**config.mk**
```make
export PLATFORM = sky130hd
export DESIGN_NAME = wall_layer_classifier_core_flat
export DESIGN_NICKNAME = d
export VERILOG_FILES = /design/src/rtl/wlc_pkg.sv /design/src/rtl/wlc_if.sv /design/src/rtl/wlc_front.sv /design/src/rtl/wlc_div_stage.sv /design/src/rtl/wlc_back.sv /design/src/rtl/wall_layer_classifier_core.sv /design/src/flat_wrapper.sv
export SDC_FILE = /design/constraint.sdc
export NUM_CORES = 2
export LEC_CHECK = 0
export BUFFER_PORTS_ARGS = -buffer_cell sky130_fd_sc_hd__buf_2
export CAP_MARGIN = 40
export CORE_ASPECT_RATIO = 0.9
export CORE_MARGIN = 4
export CORE_UTILIZATION = 53
export CTS_CLUSTER_DIAMETER = 60
export DETAILED_ROUTE_END_ITERATION = 7
export PLACE_DENSITY = 0.69
export SETUP_SLACK_MARGIN = 0.1
export SKIP_LAST_GASP = 1
export SLEW_MARGIN = 20
export SYNTH_ARGS = -nofsm -noshare
export SYNTH_HDL_FRONTEND = slang
export SYNTH_SLANG_ARGS = --single-unit
```
**constraint.sdc**
```tcl
create_clock -name clk_i -period 148.4 [get_ports clk_i]
set_input_delay 29.68 -clock clk_i [delete_from_list [all_inputs] [get_ports clk_i]]
set_output_delay 29.68 -clock clk_i [all_outputs]
set_load 0.01 [all_outputs]
```
**src/rtl/wlc_pkg.sv**
```systemverilog
`default_nettype none
package wlc_pkg;

  localparam int DIST_BITS   = 32;
  localparam int FRAC_BITS   = 16;
  localparam int NODE_BITS   = 24;
  localparam int FRAC_W      = FRAC_BITS + 1;
  localparam int SUM_W       = DIST_BITS + 1;
  localparam int CFG_IDX_W   = 2;
  localparam int REGION_W    = 3;
  localparam int LAYER_W     = 2;
  localparam int STATUS_W    = 2;
  localparam logic [FRAC_W-1:0] FRAC_ONE = FRAC_W'(1) << FRAC_BITS;

  localparam logic [FRAC_W-1:0] EPI_FRAC_RST  = FRAC_W'(21845);
  localparam logic [FRAC_W-1:0] ENDO_FRAC_RST = FRAC_W'(21845);

  typedef enum logic [REGION_W-1:0] {
    REGION_LV_WALL    = 3'd0,
    REGION_RV_WALL    = 3'd1,
    REGION_SEPTUM_L   = 3'd2,
    REGION_SEPTUM_R   = 3'd3,
    REGION_NONE       = 3'd4
  } region_e;

  typedef enum logic [LAYER_W-1:0] {
    LAYER_EPI  = 2'd0,
    LAYER_MID  = 2'd1,
    LAYER_ENDO = 2'd2
  } layer_e;

  typedef enum logic [STATUS_W-1:0] {
    STATUS_OK        = 2'd0,
    STATUS_FRAC_OVF  = 2'd1,
    STATUS_ZERO_WALL = 2'd2
  } status_e;

  typedef enum logic [CFG_IDX_W-1:0] {
    CFG_THREE_SURF = 2'd0,
    CFG_EPI_FRAC   = 2'd1,
    CFG_ENDO_FRAC  = 2'd2
  } cfg_idx_e;

  typedef struct packed {
    logic              three_surfaces;
    logic [FRAC_W-1:0] epi_fraction;
    logic [FRAC_W-1:0] endo_fraction;
  } cfg_t;

  // Payload carried through the divider stages.
  typedef struct packed {
    logic [NODE_BITS-1:0] node;
    region_e              region;
    logic                 zero;
    logic                 full;
    logic [SUM_W-1:0]     den;
    logic [SUM_W-1:0]     rem;
    logic [FRAC_BITS-1:0] quo;
  } div_t;

endpackage
`default_nettype wire

```
**src/rtl/wlc_if.sv**
```systemverilog
`default_nettype none
interface wlc_in_if;
  logic                          valid;
  logic                          ready;
  logic [wlc_pkg::NODE_BITS-1:0] node_index;
  logic [wlc_pkg::DIST_BITS-1:0] dist_outer;
  logic [wlc_pkg::DIST_BITS-1:0] dist_left;
  logic [wlc_pkg::DIST_BITS-1:0] dist_right;
  logic [wlc_pkg::DIST_BITS-1:0] dist_inner;

  modport source (output valid, node_index, dist_outer, dist_left, dist_right, dist_inner,
                  input ready);
  modport sink   (input valid, node_index, dist_outer, dist_left, dist_right, dist_inner,
                  output ready);
endinterface

interface wlc_out_if;
  logic                          valid;
  logic                          ready;
  logic [wlc_pkg::NODE_BITS-1:0] node_out;
  logic [wlc_pkg::REGION_W-1:0]  region;
  logic [wlc_pkg::LAYER_W-1:0]   layer;
  logic [wlc_pkg::FRAC_W-1:0]    wall_position;
  logic [wlc_pkg::STATUS_W-1:0]  status;

  modport source (output valid, node_out, region, layer, wall_position, status,
                  input ready);
  modport sink   (input valid, node_out, region, layer, wall_position, status,
                  output ready);
endinterface

interface wlc_cfg_if;
  logic                          valid;
  logic                          ready;
  logic [wlc_pkg::CFG_IDX_W-1:0] index;
  logic [wlc_pkg::FRAC_W-1:0]    data;

  modport source (output valid, index, data, input ready);
  modport sink   (input valid, index, data, output ready);
endinterface
`default_nettype wire

```
**src/rtl/wlc_front.sv**
```systemverilog
`default_nettype none
module wlc_front (
  input  wire logic         clk_i,
  input  wire logic         rst_ni,
  input  wire logic         adv_i,
  input  wire logic         three_surf_i,
  input  wire logic         valid_i,
  input  wire logic [wlc_pkg::NODE_BITS-1:0] node_i,
  input  wire logic [wlc_pkg::DIST_BITS-1:0] epi_i,
  input  wire logic [wlc_pkg::DIST_BITS-1:0] lv_i,
  input  wire logic [wlc_pkg::DIST_BITS-1:0] rv_i,
  input  wire logic [wlc_pkg::DIST_BITS-1:0] inner_i,
  output logic              valid_o,
  output wlc_pkg::div_t     data_o
);

  wlc_pkg::region_e region_d, region_q;
  logic [wlc_pkg::DIST_BITS-1:0] endo_d, endo_q, epi_q;
  logic [wlc_pkg::NODE_BITS-1:0] node_q;
  logic a_valid_q;
  logic b_valid_q;
  wlc_pkg::div_t b_data_d, b_data_q;
  logic [wlc_pkg::SUM_W-1:0] sum;

  // Septum split: 3*lv < 2*(lv+rv) reduces to lv < 2*rv.
  always_comb begin
    if (!three_surf_i) begin
      region_d = wlc_pkg::REGION_NONE;
    end else if (rv_i >= epi_i && rv_i >= lv_i) begin
      region_d = wlc_pkg::REGION_LV_WALL;
    end else if (lv_i >= epi_i && lv_i >= rv_i) begin
      region_d = wlc_pkg::REGION_RV_WALL;
    end else if ({1'b0, lv_i} < {rv_i, 1'b0}) begin
      region_d = wlc_pkg::REGION_SEPTUM_L;
    end else begin
      region_d = wlc_pkg::REGION_SEPTUM_R;
    end
    case (region_d) inside
      wlc_pkg::REGION_NONE:                            endo_d = inner_i;
      wlc_pkg::REGION_LV_WALL, wlc_pkg::REGION_SEPTUM_L: endo_d = lv_i;
      default:                                         endo_d = rv_i;
    endcase
  end

  always_comb begin
    sum             = {1'b0, endo_q} + {1'b0, epi_q};
    b_data_d.node   = node_q;
    b_data_d.region = region_q;
    b_data_d.zero   = (sum == '0);
    b_data_d.full   = (epi_q == '0);
    b_data_d.den    = sum;
    b_data_d.rem    = {1'b0, endo_q};
    b_data_d.quo    = '0;
  end

  always_ff @(posedge clk_i or negedge rst_ni) begin
    if (!rst_ni) begin
      a_valid_q <= 1'b0;
      b_valid_q <= 1'b0;
    end else if (adv_i) begin
      a_valid_q <= valid_i;
      b_valid_q <= a_valid_q;
    end
  end

  always_ff @(posedge clk_i) begin
    if (adv_i) begin
      region_q <= region_d;
      endo_q   <= endo_d;
      epi_q    <= epi_i;
      node_q   <= node_i;
      b_data_q <= b_data_d;
    end
  end

  assign valid_o = b_valid_q;
  assign data_o  = b_data_q;

endmodule
`default_nettype wire

```
**src/rtl/wlc_div_stage.sv**
```systemverilog
`default_nettype none
module wlc_div_stage (
  input  wire logic          clk_i,
  input  wire logic          rst_ni,
  input  wire logic          adv_i,
  input  wire logic          valid_i,
  input  wire wlc_pkg::div_t data_i,
  output logic               valid_o,
  output wlc_pkg::div_t      data_o
);

  logic [wlc_pkg::SUM_W:0] shifted;
  logic [wlc_pkg::SUM_W:0] diff;
  logic                    take;
  wlc_pkg::div_t           data_d, data_q;
  logic                    valid_q;

  // One restoring-division step: shift, compare, subtract.
  always_comb begin
    shifted = {data_i.rem, 1'b0};
    diff    = shifted - {1'b0, data_i.den};
    take    = (shifted >= {1'b0, data_i.den});
    data_d      = data_i;
    data_d.rem  = take ? diff[wlc_pkg::SUM_W-1:0] : shifted[wlc_pkg::SUM_W-1:0];
    data_d.quo  = {data_i.quo[wlc_pkg::FRAC_BITS-2:0], take};
  end

  always_ff @(posedge clk_i or negedge rst_ni) begin
    if (!rst_ni) begin
      valid_q <= 1'b0;
    end else if (adv_i) begin
      valid_q <= valid_i;
    end
  end

  always_ff @(posedge clk_i) begin
    if (adv_i) begin
      data_q <= data_d;
    end
  end

  assign valid_o = valid_q;
  assign data_o  = data_q;

endmodule
`default_nettype wire

```
**src/rtl/wlc_back.sv**
```systemverilog
`default_nettype none
module wlc_back (
  input  wire logic          clk_i,
  input  wire logic          rst_ni,
  input  wire logic          adv_i,
  input  wire wlc_pkg::cfg_t cfg_i,
  input  wire logic          valid_i,
  input  wire wlc_pkg::div_t data_i,
  wlc_out_if.source          res_o
);

  logic [wlc_pkg::FRAC_W-1:0] pos;
  logic [wlc_pkg::FRAC_W:0]   frac_sum;
  logic                       frac_ovf;
  wlc_pkg::layer_e            layer_d;
  wlc_pkg::status_e           status_d;
  logic                       valid_q;
  logic [wlc_pkg::NODE_BITS-1:0] node_q;
  wlc_pkg::region_e           region_q;
  wlc_pkg::layer_e            layer_q;
  logic [wlc_pkg::FRAC_W-1:0] pos_q;
  wlc_pkg::status_e           status_q;

  always_comb begin
    if (data_i.zero) begin
      pos = '0;
    end else if (data_i.full) begin
      pos = wlc_pkg::FRAC_ONE;
    end else begin
      pos = {1'b0, data_i.quo};
    end

    frac_sum = {1'b0, cfg_i.epi_fraction} + {1'b0, cfg_i.endo_fraction};
    frac_ovf = (frac_sum > {1'b0, wlc_pkg::FRAC_ONE});

    if (pos < cfg_i.endo_fraction) begin
      layer_d = wlc_pkg::LAYER_ENDO;
    end else if (cfg_i.epi_fraction <= wlc_pkg::FRAC_ONE &&
                 pos < (wlc_pkg::FRAC_ONE - cfg_i.epi_fraction)) begin
      layer_d = wlc_pkg::LAYER_MID;
    end else begin
      layer_d = wlc_pkg::LAYER_EPI;
    end

    status_d = data_i.zero ? wlc_pkg::STATUS_ZERO_WALL : wlc_pkg::STATUS_OK;
    // Bad fractions override the status and the layer.
    if (frac_ovf) begin
      status_d = wlc_pkg::STATUS_FRAC_OVF;
      layer_d  = wlc_pkg::LAYER_EPI;
    end
  end

  always_ff @(posedge clk_i or negedge rst_ni) begin
    if (!rst_ni) begin
      valid_q <= 1'b0;
    end else if (adv_i) begin
      valid_q <= valid_i;
    end
  end

  always_ff @(posedge clk_i) begin
    if (adv_i) begin
      node_q   <= data_i.node;
      region_q <= data_i.region;
      layer_q  <= layer_d;
      pos_q    <= pos;
      status_q <= status_d;
    end
  end

  assign res_o.valid         = valid_q;
  assign res_o.node_out      = node_q;
  assign res_o.region        = region_q;
  assign res_o.layer         = layer_q;
  assign res_o.wall_position = pos_q;
  assign res_o.status        = status_q;

endmodule
`default_nettype wire

```
**src/rtl/wall_layer_classifier_core.sv**
```systemverilog
`default_nettype none
// Channel | Dir | Modport | Contents
// in_i    | in  | sink    | node_index, dist_outer/left/right/inner
// res_o   | out | source  | node_out, region, layer, wall_position, status
// cfg_i   | in  | sink    | index (0 three_surfaces, 1 epi_fraction, 2 endo_fraction), data
//
// One request enters per cycle unless res_o stalls; each request passes through
// two front stages (classify, sum), one restoring-division stage per fraction bit,
// and the output register. Reset clears all valid bits and loads the register
// defaults. A stall on res_o freezes every stage at once; in_i.ready follows it.
// Config writes are always taken.
module wall_layer_classifier_core (
  input  wire logic   clk_i,
  input  wire logic   rst_ni,
  wlc_in_if.sink      in_i,
  wlc_out_if.source   res_o,
  wlc_cfg_if.sink     cfg_i
);

  wlc_pkg::cfg_t cfg_q;
  logic          adv;
  logic          stg_valid [wlc_pkg::FRAC_BITS+1];
  wlc_pkg::div_t stg_data  [wlc_pkg::FRAC_BITS+1];

  assign adv         = !res_o.valid || res_o.ready;
  assign in_i.ready  = adv;
  assign cfg_i.ready = 1'b1;

  always_ff @(posedge clk_i or negedge rst_ni) begin
    if (!rst_ni) begin
      cfg_q.three_surfaces <= 1'b1;
      cfg_q.epi_fraction   <= wlc_pkg::EPI_FRAC_RST;
      cfg_q.endo_fraction  <= wlc_pkg::ENDO_FRAC_RST;
    end else if (cfg_i.valid) begin
      unique case (cfg_i.index)
        wlc_pkg::CFG_THREE_SURF: cfg_q.three_surfaces <= cfg_i.data[0];
        wlc_pkg::CFG_EPI_FRAC:   cfg_q.epi_fraction   <= cfg_i.data;
        wlc_pkg::CFG_ENDO_FRAC:  cfg_q.endo_fraction  <= cfg_i.data;
        default: ;
      endcase
    end
  end

  wlc_front u_front (
    .clk_i        (clk_i),
    .rst_ni       (rst_ni),
    .adv_i        (adv),
    .three_surf_i (cfg_q.three_surfaces),
    .valid_i      (in_i.valid),
    .node_i       (in_i.node_index),
    .epi_i        (in_i.dist_outer),
    .lv_i         (in_i.dist_left),
    .rv_i         (in_i.dist_right),
    .inner_i      (in_i.dist_inner),
    .valid_o      (stg_valid[0]),
    .data_o       (stg_data[0])
  );

  for (genvar i = 0; i < wlc_pkg::FRAC_BITS; i++) begin : g_div
    wlc_div_stage u_stage (
      .clk_i   (clk_i),
      .rst_ni  (rst_ni),
      .adv_i   (adv),
      .valid_i (stg_valid[i]),
      .data_i  (stg_data[i]),
      .valid_o (stg_valid[i+1]),
      .data_o  (stg_data[i+1])
    );
  end

  wlc_back u_back (
    .clk_i   (clk_i),
    .rst_ni  (rst_ni),
    .adv_i   (adv),
    .cfg_i   (cfg_q),
    .valid_i (stg_valid[wlc_pkg::FRAC_BITS]),
    .data_i  (stg_data[wlc_pkg::FRAC_BITS]),
    .res_o   (res_o)
  );

endmodule
`default_nettype wire
```
**src/flat_wrapper.sv**
```systemverilog
// flat-port wrapper written by rule: the top's interface ports become plain ports
module wall_layer_classifier_core_flat 
  (clk_i, rst_ni, in_i_valid, in_i_node_index, in_i_dist_outer, in_i_dist_left, in_i_dist_right, in_i_dist_inner, in_i_ready, res_o_valid, res_o_node_out, res_o_region, res_o_layer, res_o_wall_position, res_o_status, res_o_ready, cfg_i_valid, cfg_i_index, cfg_i_data, cfg_i_ready);
  wlc_in_if in_i_i ();
  wlc_out_if res_o_i ();
  wlc_cfg_if cfg_i_i ();
  input  wire logic clk_i;
  input  wire logic rst_ni;
  input wire logic [$bits(in_i_i.valid)-1:0] in_i_valid;
  input wire logic [$bits(in_i_i.node_index)-1:0] in_i_node_index;
  input wire logic [$bits(in_i_i.dist_outer)-1:0] in_i_dist_outer;
  input wire logic [$bits(in_i_i.dist_left)-1:0] in_i_dist_left;
  input wire logic [$bits(in_i_i.dist_right)-1:0] in_i_dist_right;
  input wire logic [$bits(in_i_i.dist_inner)-1:0] in_i_dist_inner;
  output wire logic [$bits(in_i_i.ready)-1:0] in_i_ready;
  output wire logic [$bits(res_o_i.valid)-1:0] res_o_valid;
  output wire logic [$bits(res_o_i.node_out)-1:0] res_o_node_out;
  output wire logic [$bits(res_o_i.region)-1:0] res_o_region;
  output wire logic [$bits(res_o_i.layer)-1:0] res_o_layer;
  output wire logic [$bits(res_o_i.wall_position)-1:0] res_o_wall_position;
  output wire logic [$bits(res_o_i.status)-1:0] res_o_status;
  input wire logic [$bits(res_o_i.ready)-1:0] res_o_ready;
  input wire logic [$bits(cfg_i_i.valid)-1:0] cfg_i_valid;
  input wire logic [$bits(cfg_i_i.index)-1:0] cfg_i_index;
  input wire logic [$bits(cfg_i_i.data)-1:0] cfg_i_data;
  output wire logic [$bits(cfg_i_i.ready)-1:0] cfg_i_ready;
  assign in_i_i.valid = in_i_valid;
  assign in_i_i.node_index = in_i_node_index;
  assign in_i_i.dist_outer = in_i_dist_outer;
  assign in_i_i.dist_left = in_i_dist_left;
  assign in_i_i.dist_right = in_i_dist_right;
  assign in_i_i.dist_inner = in_i_dist_inner;
  assign in_i_ready = in_i_i.ready;
  assign res_o_valid = res_o_i.valid;
  assign res_o_node_out = res_o_i.node_out;
  assign res_o_region = res_o_i.region;
  assign res_o_layer = res_o_i.layer;
  assign res_o_wall_position = res_o_i.wall_position;
  assign res_o_status = res_o_i.status;
  assign res_o_i.ready = res_o_ready;
  assign cfg_i_i.valid = cfg_i_valid;
  assign cfg_i_i.index = cfg_i_index;
  assign cfg_i_i.data = cfg_i_data;
  assign cfg_i_ready = cfg_i_i.ready;
  wall_layer_classifier_core u_core (.clk_i(clk_i), .rst_ni(rst_ni), .in_i(in_i_i), .res_o(res_o_i), .cfg_i(cfg_i_i));
endmodule
```
==> impl_metrics.ini <==
[sta]
timing.fmax_ghz = 0.0167
min_period_ns = 60.06
fin_tns_setup_ns = 0
max-slew-margin-rel_pct = 41.2
tightest_slew_ns = 0.860
rsz0062_at_grt = false
min_period_over_period_pct = 40.5
clock-skew-final_ns = 0.0602
setup_viol = 0
drv_slew = 0
hold_viol_final = 0

[clocking]
cts_max_level = 4
cts_made_buffers = 196
hold_buffers = 0
cts_setup_buffers = 0
path_clk_slew_ns = 0.06
cts-resized-gates = 0
root_buffer = clkbuf_16
cts_sinks = 1877
clk_path_buf_depth = 3
cts_tree = built
clock_latency_ns = 0.84

[layout]
fin_area_um2 = 108000
synthToLayoutAreaGrowth_pct = 11.3
n_fill_cell = 14500
drive_gt1_share_pct = 12.3
nets = 9142

[global_routing]
grt_pass1_wl_mm = 325
grt_max_degree = 154
grt_pass1_vias = 61000
track_usage_pct = 21.1
antenna_found_initial = 3
overflow = 0
gr-usage-met2_pct = 36.1
grt_use_met1_pct = 27.4
met3_usage_pct = 3.25
busiest_layer = met2

[synthesis]
synthFlopType = edfxtp_1
yosys_warnings = 0
synthArstFlopShare_pct = 2.88
synth-seq-cells = 1877
synth_largest_area_cell = edfxtp_1
synth_nets = 8790
synth-edff-count = 1823
ys_seq_area_share_pct = 57.6
synth_area_um2 = 97500
avgSynthCellArea_um2 = 12.4
yosys.area.top_type_share_pct = 56.2
synthCells = 7861
synth.most_common_cell = edfxtp_1
yosysUniqueCellTypes = 98
synth_commonest_cells = edfxtp_1, inv_1, ha_1
synth_area_leaders = edfxtp_1, ha_1, mux2_2

[setup_path]
r2r_cells = 14
path_cells = buf_2, nand2b_4, buf_2
r2r_end = u_core.g_div[6].u_stage.data_o[22]
crit_path_frequent_cell = buf_2
crit_slowest_cell = nand2b_4
path_max_fanout = 5
reg2reg_slack_ns = 143.20
max_stage_delay_ns = 0.31
worstSetupEndpointType = output pin
critPathRequiredTime_ns = 118.72
crit_type = input pin to output pin
regToRegStartpoint = u_core.g_div[5].u_stage.data_o[17]
cp-start-kind = input pin
worstPathArrival_ns = 30.38

[placed_design]
placedInstanceArea_um2 = 102000
routabilityCongestion = 0.878
port_buffers = 225
hpwlAfterDp_mm = 152

[hold_path]
min_from = u_core.g_div[9].u_stage.data_o[0]
min_path_cells = 0
hold_class = flip-flop to flip-flop
hold_end = u_core.g_div[10].u_stage.data_o[1]

[route]
initialDrtViolationCount = 3926
vias = 61200
drt-wirelength-per-cell_um = 18.8
vias_per_cell = 5.67
totalWireLength_mm = 203
drtPass1Iterations = 6
drc = 0
postRouteAntennaNets = 0

[floorplan]
initial_core_util_pct = 53.2
fp.dieW_um = 460
die_h_um = 415
io_pins = 227
rows = 149
core_um2 = 183000
die-area_um2 = 191000

[outcome]
status = finished clean

[run]
cap_violations = 0
==> per-stage QoR <==
stage | hold slack (ns) | setup slack, ns | util (%) | instances
finish | 0.402 | 88.34 | 59.3 | 10800
global route | 0.398 | 88.32 | 59.3 | 10800
CTS | 0.394 | 88.30 | 59.1 | 10800
detailed placement | 0.405 | 88.31 | 55.6 | 10400
global placement | 0.400 | 88.29 | 55.5 | 10400
floorplan | 0.400 | 39.50 | - | 7861
==> worst max-delay path: cells and delay by family <==
| family | cells | cell delay [ns] |
|---|---|---|
| and+or+nand+nor | 1 | 0.31 |
| buffers and inverters | 2 | 0.34 |
==> routing by layer <==
layer  vias up  wire length (um)
met2      1255             98900
met4         2              6740
met3       390              8580
li1      30000                 -
met5         -                13
met1     29600             88600
==> kinds of logic after synthesis <==
| kind of cell | after synthesis | synth area share, % |
|---|---|---|
| other cells | 1 | 0.00385 |
| flops | 1877 | 57.6 |
| simple gates | 1537 | 7.90 |
| mux | 422 | 4.83 |
| fa+ha+maj | 753 | 9.80 |
| compound gates | 1877 | 12.3 |
| xor+xnor | 434 | 3.90 |
| buf+inv | 960 | 3.71 |
==> how the worst max path moves through the flow <==
stage | from | to | slack (ns) | depth (start not counted)
final | res_o_ready | in_i_ready | 88.34 | 3
after global routing | res_o_ready | in_i_ready | 88.32 | 3
after CTS | res_o_ready | in_i_ready | 88.30 | 3
after detailed placement | res_o_ready | in_i_ready | 88.31 | 3
after global placement | res_o_ready | in_i_ready | 88.29 | 3
after floorplan | res_o_ready | in_i_ready | 39.50 | 2
==> flip-flops by register name (all words and copies together) (netlist names), 16 cells and up <==
signal                             cells
u_core.cfg_q                          35
u_core.g_div.u_stage.data_o         1590
u_core.u_back.res_o.wall_position     17
u_core.u_back.res_o.node_out          24
u_core.u_front.node_q                 24
u_core.g_div.u_stage.valid_o          16
u_core.u_front.data_o                 94
u_core.u_front.endo_q                 32
u_core.u_front.epi_q                  32
==> cell usage in the layout (no fill, tap or decap), types with 32 or more instances in the layout <==
cell type     n
o21bai_1     78
clkinv_1     38
or3_1        62
mux2i_1      33
nor3_1       99
nand3_1     119
and3_1       55
clkbuf_1     42
dfrtp_1      37
o31ai_1      32
o21ai_0     342
mux2_2      368
edfxtp_1   1823
a21oi_1     546
xor2_1      136
a31oi_1      77
buf_4        47
and2_1       47
o211ai_1     41
clkbuf_16   198
o21a_1       80
nand2_1     349
nor2_1      398
nand2b_1     57
nor4_1       34
a211oi_1     64
xnor2_1     298
buf_2       230
inv_1       811
o21ai_1      37
a21o_1      329
nor2b_1      91
ha_1        736
nand4_1     101
==> area by class of cell <==
type                       instances  area, um^2  area share (%)
tap                             2416        3020            2.79
clock inverter                   123        1320            1.22
clock buffer                     241        5130            4.73
inverter                         813        3050            2.81
sequential                      1877       56100            51.7
multi-input combinational       5024       37800            34.9
timing repair buffer             301        2000            1.84
antenna                            1        2.50         0.00231
Power is left out: the tool's default activity adds up to more than one toggle a clock period on the data nets, which glitch-free logic cannot reach.
